File: src/rtl/i2cscfc_pkg.sv
// Package for the I2C slave command frame checksum block: action codes, frame positions, result type.
package i2cscfc_pkg;

	// Action codes carried by each input item
	localparam logic [1:0] ACT_RX_BYTE = 2'd0;
	localparam logic [1:0] ACT_TX_REQ  = 2'd1;
	localparam logic [1:0] ACT_STOP    = 2'd2;

	// Byte positions inside a command frame (count after increment)
	localparam logic [7:0] POS_ADDR     = 8'd1;
	localparam logic [7:0] POS_COMMAND  = 8'd2;
	localparam logic [7:0] POS_DATA     = 8'd3;
	localparam logic [7:0] POS_CHECKSUM = 8'd4;

	// Bytes held in the readback word
	localparam int unsigned TX_WORD_BYTES = 4;

	// One result item
	typedef struct packed {
		logic       tx_valid;
		logic [7:0] tx_byte;
		logic       event_valid;
		logic [7:0] event_command;
		logic [7:0] event_data;
		logic       int_ack;
	} result_t;

endpackage

File: src/rtl/i2c_slave_command_frame_checksum.sv
// Top level of the I2C slave command frame checksum block.
// Frames 4-byte writes (address, command, data, checksum) and answers reads with the
// checksum or, after a passing interrupt request, with bytes of tx_buffer_word.
// One item is accepted per clock cycle while the result side keeps taking results. An
// item is registered on entry, then the frame state and the result register are updated
// together once the result register can take a result, and the result is offered from
// the result register. The update of the frame state for each item is what sets the
// rate. The result register is independent of the input register, so an item can be
// taken into an empty input register while a result still waits.
// The configuration register may be written only while the block is idle.
module i2c_slave_command_frame_checksum
	import i2cscfc_pkg::*;
#(
	parameter int unsigned REPLY_BYTES = 4
) (
	input  logic        clk,
	input  logic        arst_n,
	// configuration write channel
	input  logic        cfg_valid,
	output logic        cfg_ready,
	input  logic [7:0]  cfg_data,
	// input item channel
	input  logic        in_valid,
	output logic        in_ready,
	input  logic [1:0]  action,
	input  logic [7:0]  rx_byte,
	input  logic [31:0] tx_buffer_word,
	// result item channel
	output logic        out_valid,
	input  logic        out_ready,
	output logic        tx_valid,
	output logic [7:0]  tx_byte,
	output logic        event_valid,
	output logic [7:0]  event_command,
	output logic [7:0]  event_data,
	output logic        int_ack
);

	// Readback limit saturates at the width of the send counter
	localparam logic [2:0] READ_LIMIT = (REPLY_BYTES > 7) ? 3'd7 : 3'(REPLY_BYTES);

	// Configuration register
	logic [7:0] int_request_command_q;

	// Input stage
	logic        valid_s1;
	logic [1:0]  action_s1;
	logic [7:0]  rx_byte_s1;
	logic [31:0] tx_word_s1;

	// Frame state
	logic [7:0] receive_count_q;
	logic [2:0] send_count_q;
	logic [2:0] send_limit_q;
	logic [7:0] checksum_q;
	logic [7:0] command_q;
	logic [7:0] data_q;

	// Next frame state and result
	logic [7:0] receive_count_n;
	logic [2:0] send_count_n;
	logic [2:0] send_limit_n;
	logic [7:0] checksum_n;
	logic [7:0] command_n;
	logic [7:0] data_n;
	logic [7:0] count_inc;
	logic [7:0] sum_data;
	logic       is_int_cmd;
	result_t    res_n;

	// Result register
	logic    out_valid_q;
	result_t res_q;

	logic advance;

	// Handshakes: the input stage moves on whenever the result register can take a result
	assign advance   = valid_s1 && (!out_valid_q || out_ready);
	assign in_ready  = !valid_s1 || advance;
	assign cfg_ready = 1'b1;

	// Configuration register
	always_ff @(posedge clk or negedge arst_n) begin
		if (!arst_n) begin
			int_request_command_q <= '0;
		end else if (cfg_valid) begin
			int_request_command_q <= cfg_data;
		end
	end

	// Input register
	always_ff @(posedge clk or negedge arst_n) begin
		if (!arst_n) begin
			valid_s1 <= 1'b0;
		end else if (in_ready) begin
			valid_s1 <= in_valid;
		end
	end

	always_ff @(posedge clk) begin
		if (in_valid && in_ready) begin
			action_s1  <= action;
			rx_byte_s1 <= rx_byte;
			tx_word_s1 <= tx_buffer_word;
		end
	end

	assign count_inc  = receive_count_q + 8'd1;
	assign sum_data   = checksum_q + rx_byte_s1;
	assign is_int_cmd = (command_q == int_request_command_q);

	// Frame logic for one item
	always_comb begin
		receive_count_n = receive_count_q;
		send_count_n    = send_count_q;
		send_limit_n    = send_limit_q;
		checksum_n      = checksum_q;
		command_n       = command_q;
		data_n          = data_q;
		res_n           = '0;
		unique case (action_s1)
			ACT_RX_BYTE: begin
				receive_count_n = count_inc;
				unique case (count_inc)
					POS_ADDR: begin
						checksum_n = '0;
					end
					POS_COMMAND: begin
						command_n  = rx_byte_s1;
						checksum_n = sum_data;
					end
					POS_DATA: begin
						if (is_int_cmd) begin
							// interrupt request: third byte is the complemented command sum
							if (~checksum_q == rx_byte_s1) begin
								send_limit_n  = READ_LIMIT;
								res_n.int_ack = 1'b1;
							end
						end else begin
							data_n     = rx_byte_s1;
							checksum_n = ~sum_data;
						end
					end
					POS_CHECKSUM: begin
						if (checksum_q == rx_byte_s1) begin
							res_n.event_valid   = 1'b1;
							res_n.event_command = command_q;
							res_n.event_data    = data_q;
						end else begin
							// bad checksum: reply with the plain sum
							checksum_n = ~checksum_q;
						end
						send_count_n    = '0;
						receive_count_n = '0;
						send_limit_n    = 3'd1;
					end
					default: begin
					end
				endcase
			end
			ACT_TX_REQ: begin
				if (send_count_q != send_limit_q) begin
					send_count_n   = send_count_q + 3'd1;
					res_n.tx_valid = 1'b1;
					if (is_int_cmd) begin
						// readback byte index is the count before the increment
						if (32'(send_count_q) < TX_WORD_BYTES) begin
							res_n.tx_byte = tx_word_s1[{send_count_q[1:0], 3'b000} +: 8];
						end
					end else begin
						res_n.tx_byte = checksum_q;
						checksum_n    = '0;
					end
				end
			end
			ACT_STOP: begin
				receive_count_n = '0;
				send_count_n    = '0;
			end
			default: begin
			end
		endcase
	end

	// Frame state registers
	always_ff @(posedge clk or negedge arst_n) begin
		if (!arst_n) begin
			receive_count_q <= '0;
			send_count_q    <= '0;
			send_limit_q    <= '0;
			checksum_q      <= '0;
			command_q       <= '0;
			data_q          <= '0;
		end else if (advance) begin
			receive_count_q <= receive_count_n;
			send_count_q    <= send_count_n;
			send_limit_q    <= send_limit_n;
			checksum_q      <= checksum_n;
			command_q       <= command_n;
			data_q          <= data_n;
		end
	end

	// Result register
	always_ff @(posedge clk or negedge arst_n) begin
		if (!arst_n) begin
			out_valid_q <= 1'b0;
		end else if (advance) begin
			out_valid_q <= 1'b1;
		end else if (out_ready) begin
			out_valid_q <= 1'b0;
		end
	end

	always_ff @(posedge clk) begin
		if (advance) begin
			res_q <= res_n;
		end
	end

	assign out_valid     = out_valid_q;
	assign tx_valid      = res_q.tx_valid;
	assign tx_byte       = res_q.tx_byte;
	assign event_valid   = res_q.event_valid;
	assign event_command = res_q.event_command;
	assign event_data    = res_q.event_data;
	assign int_ack       = res_q.int_ack;

	// Reads never run past the armed limit
	a_send_within_limit: assert property (@(posedge clk) disable iff (!arst_n)
		send_count_q <= send_limit_q)
		else $error("send count above send limit");

	// A result carries at most one kind of outcome
	a_result_exclusive: assert property (@(posedge clk) disable iff (!arst_n)
		out_valid_q |-> $countones({res_q.tx_valid, res_q.event_valid, res_q.int_ack}) <= 1)
		else $error("result carries more than one outcome");

	// A stop leaves both counters cleared
	a_stop_clears: assert property (@(posedge clk) disable iff (!arst_n)
		(advance && action_s1 == ACT_STOP) |=> (receive_count_q == '0 && send_count_q == '0))
		else $error("stop did not clear counters");

	// Input stalls only behind a held item
	a_stall_cause: assert property (@(posedge clk) disable iff (!arst_n)
		!in_ready |-> (valid_s1 && out_valid_q && !out_ready))
		else $error("input stalled without a held item");

endmodule

File: config.mk
export PLATFORM = sky130hd
export DESIGN_NAME = i2c_slave_command_frame_checksum
export DESIGN_NICKNAME = d
export VERILOG_FILES = /design/src/rtl/i2cscfc_pkg.sv /design/src/rtl/i2c_slave_command_frame_checksum.sv
export SDC_FILE = /design/constraint.sdc
export NUM_CORES = 1
export LEC_CHECK = 0
export BUFFER_PORTS_ARGS = -buffer_cell sky130_fd_sc_hd__buf_2
export CAP_MARGIN = 20
export CORE_UTILIZATION = 56
export CTS_CLUSTER_SIZE = 30
export DETAILED_ROUTE_END_ITERATION = 10
export PLACE_DENSITY = 0.82
export SKIP_CTS_REPAIR_TIMING = 1
export SYNTH_ARGS = -nofsm -noshare
export SYNTH_HDL_FRONTEND = slang
export SYNTH_SLANG_ARGS = --single-unit
File: constraint.sdc
create_clock -name clk -period 2.9 [get_ports clk]
set_input_delay 0.29 -clock clk [delete_from_list [all_inputs] [get_ports clk]]
set_output_delay 0.29 -clock clk [all_outputs]
set_load 0.01 [all_outputs]
==> results.py <==
metrics = {
    "run_status": {
        "outcome": "complete, no violations",
    },
    "pwr": {
        "p_per_area_mw_per_mm2": 747,
        "power_frac_clock_pct": 38.7,
        "vdd_drop_max_mv": 0.530,
        "power_frac_seq_pct": 41.9,
        "leakagePower_uw": 0.00297,
        "internal_power_uw": 3740,
        "net-switching-power_uw": 1560,
        "switching_share_pct": 29.4,
        "p_comb_share_pct": 19.4,
    },
    "sta": {
        "fmax_mhz": 360,
        "period_minus_slack_ns": 2.78,
        "drv_slew": 0,
        "hold_violations": 0,
        "tightest_slew_ns": 0.961,
        "layout_setup_ws_ns": 0.125,
        "setup-tns-final_ns": 0,
        "relSlewSlack_pct": 35.9,
        "min_period_over_period_pct": 95.7,
        "fin_skew_ns": 0.0110,
        "grt_setup_unrepaired": "false",
        "timing.hold.ws_ns": 0.00897,
        "setup_viol": 0,
    },
    "synth": {
        "synthTopCellsByArea": "edfxtp_1, dfrtp_1, mux2_2, mux4_2, ha_1",
        "netlist_instances": 419,
        "syn_nets": 487,
        "syn_avg_cell_area_um2": 12.9,
        "synth_largest_area_cell": "edfxtp_1",
        "synth-edff-count": 69,
        "yosysWarningCount": 0,
        "yosysUniqueCellTypes": 56,
        "synthArstFlopShare_pct": 40.5,
        "synth_most_common_cell": "edfxtp_1",
        "synthFlopType": "edfxtp_1",
        "syn_area_mm2": 0.00541,
        "synth_top_cell_area_share_pct": 38.3,
        "ys_seq_area_share_pct": 60.1,
        "synth_seq_cells": 116,
        "yosys-top-cells-count": "edfxtp_1, dfrtp_1, nand2_1",
    },
    "placed_design": {
        "dpl.hpwl_um": 7960,
        "place_ws_ns": 0.105,
        "place_congestion": 0.862,
        "io_buffers": 83,
        "dpl-instance-area_mm2": 0.00602,
    },
    "floorplan": {
        "num_rows": 35,
        "die-width_um": 100,
        "dieArea_mm2": 0.0101,
        "pin_count": 85,
        "initial_utilization_pct": 58.2,
        "core_area_mm2": 0.00928,
        "die_h_um": 100,
    },
    "clock_network": {
        "clock-root-buffer": "clkbuf_8",
        "cts_max_level": 4,
        "cts.sinks": 116,
        "cts_tree": "yes",
        "cts_buffer_depth": 2,
        "path_clk_slew_ns": 0.06,
        "cts_buffers": 17,
        "worstSkewPairLatency_ns": 0.52,
    },
    "final_layout": {
        "nNetsFinal": 633,
        "final_util_pct": 76.4,
        "diodes": 0,
        "area_growth_pct": 31.3,
        "layout-drive-gt1-share_pct": 29.8,
        "fin_area_mm2": 0.00710,
        "fill_cells": 586,
    },
    "worst_setup_path": {
        "critPathMaxStageDelay_ns": 0.47,
        "crit_type": "flip-flop to flip-flop",
        "crit_fanout": 4,
        "start_kind": "flip-flop",
        "cp.arrival_ns": 3.17,
        "crit_required_ns": 3.30,
        "path_buf_inv": 0,
        "crit_family": "compound AO/OA/AOI/OAI gates",
        "worst_setup_path_end_kind": "flip-flop",
        "path_cells": "ha_1 > a21oi_1 > o22ai_1 > o41ai_2 > xnor2_1 > mux2_2 > or3_1 > a32o_1",
        "worst_path_max_delay_cell": "edfxtp_1",
    },
    "route": {
        "drt_iter0_markers": 334,
        "viasPerCell": 5.82,
        "wl_per_cell_um": 18.7,
        "drc_errors": 0,
        "wirelength_um": 13200,
        "dr.pass1.iters": 6,
        "ant_nets": 0,
        "vias": 4113,
    },
    "global_routing": {
        "grt_pass1_wl_um": 18900,
        "grt_max_degree": 48,
        "overflow": 0,
        "grt_antenna_before_repair": 0,
        "grt_pass1_vias": 3798,
        "track_usage_pct": 25.3,
    },
    "min_path": {
        "min_path_type": "input pin to flip-flop",
    },
    "run": {
        "maxCapViolations": 0,
    },
}
## area by class of cell
type	instances	area, um2	area share [%]
Tap cell	129	161	2.27
Multi-Input combinational cell	273	2040	28.8
Sequential cell	116	3250	45.8
Timing Repair Buffer	146	1020	14.4
Clock buffer	17	414	5.84
Clock inverter	15	169	2.38
Inverter	11	41.3	0.582
## sequential cells by signal, indices dropped and copies added (netlist names)
name,cells
command_q,8
out_valid,1
tx_valid,1
event_valid,1
int_request_command_q,8
checksum_q,8
tx_word_s1,32
rx_byte_s1,8
receive_count_q,8
tx_byte,8
valid_s1,1
event_command,8
int_ack,1
send_limit_q,2
data_q,8
send_count_q,3
event_data,8
action_s1,2
## final timing paths
| kind | slack (ns) | start | depth (start not counted) | to |
|---|---|---|---|---|
| worst min register to register | 0.50 | data_q[7]$_DFFE_PN0P_ | 1 | data_q[7]$_DFFE_PN0P_ |
| worst max-delay path | 0.12 | rx_byte_s1[1]$_DFFE_PP_ | 8 | checksum_q[7]$_DFFE_PN0P_ |
| min in group asynchronous | 0.18 | arst_n | 2 | receive_count_q[4]$_DFFE_PN0P_ |
| max in group asynchronous | 2.23 | arst_n | 3 | checksum_q[0]$_DFFE_PN0P_ |
| worst min-delay path | 0.009 | cfg_data[5] | 2 | int_request_command_q[5]$_DFFE_PN0P_ |
| worst max register to register | 0.12 | rx_byte_s1[1]$_DFFE_PP_ | 8 | checksum_q[7]$_DFFE_PN0P_ |
## per-layer routing
metal	routed length, um	GRT usage (%)	up-vias	share of wire, %
met1	5140	31.6	1980	39
met3	921	6.27	35	7.0
met2	6830	43.0	218	52
li1	-	-	1880	-
met4	330	9.14	0	2.5
met5	0	0	-	0
## placed cells by master (no fill, tap or decap), types with 16 or more instances in the layout
master         netlist  layout
dfrtp_1             47      47
and2_1              17      16
a21oi_1             18      18
mux2_2              25      25
clkbuf_16            0      16
dlygate4sd3_1        0      47
edfxtp_1            69      69
nand2_1             39      39
buf_2                4      83
## metrics by stage
stage,power [uW],instances
after floorplan,2860,419
after global placement,3120,627
after detailed placement,3170,627
after CTS,5230,659
after global routing,5510,707
final,5300,707
## kinds of logic (layout without fill, tap and decap cells)
| kind of cell | after synthesis | in the layout | synth area share, % |
|---|---|---|---|
| other cells | 1 | 1 | 0.0694 |
| fa+ha+maj | 13 | 13 | 3.15 |
| buf+inv | 30 | 189 | 2.27 |
| xor+xnor | 17 | 17 | 2.75 |
| flops | 116 | 116 | 60.1 |
| simple gates | 134 | 134 | 13.6 |
| compound gates | 74 | 74 | 9.35 |
| mux | 34 | 34 | 8.72 |
## power by group through the flow
stage / Combinational, uW / Clock (uW) / Sequential (uW)
finish: 1030 / 2050 / 2220
global route: 1120 / 2140 / 2250
CTS: 956 / 2060 / 2210
detailed placement: 933 / 0 / 2240
global placement: 896 / 0 / 2220
floorplan: 724 / 0 / 2140
No activity file was read; power rests on OpenSTA's default activity.
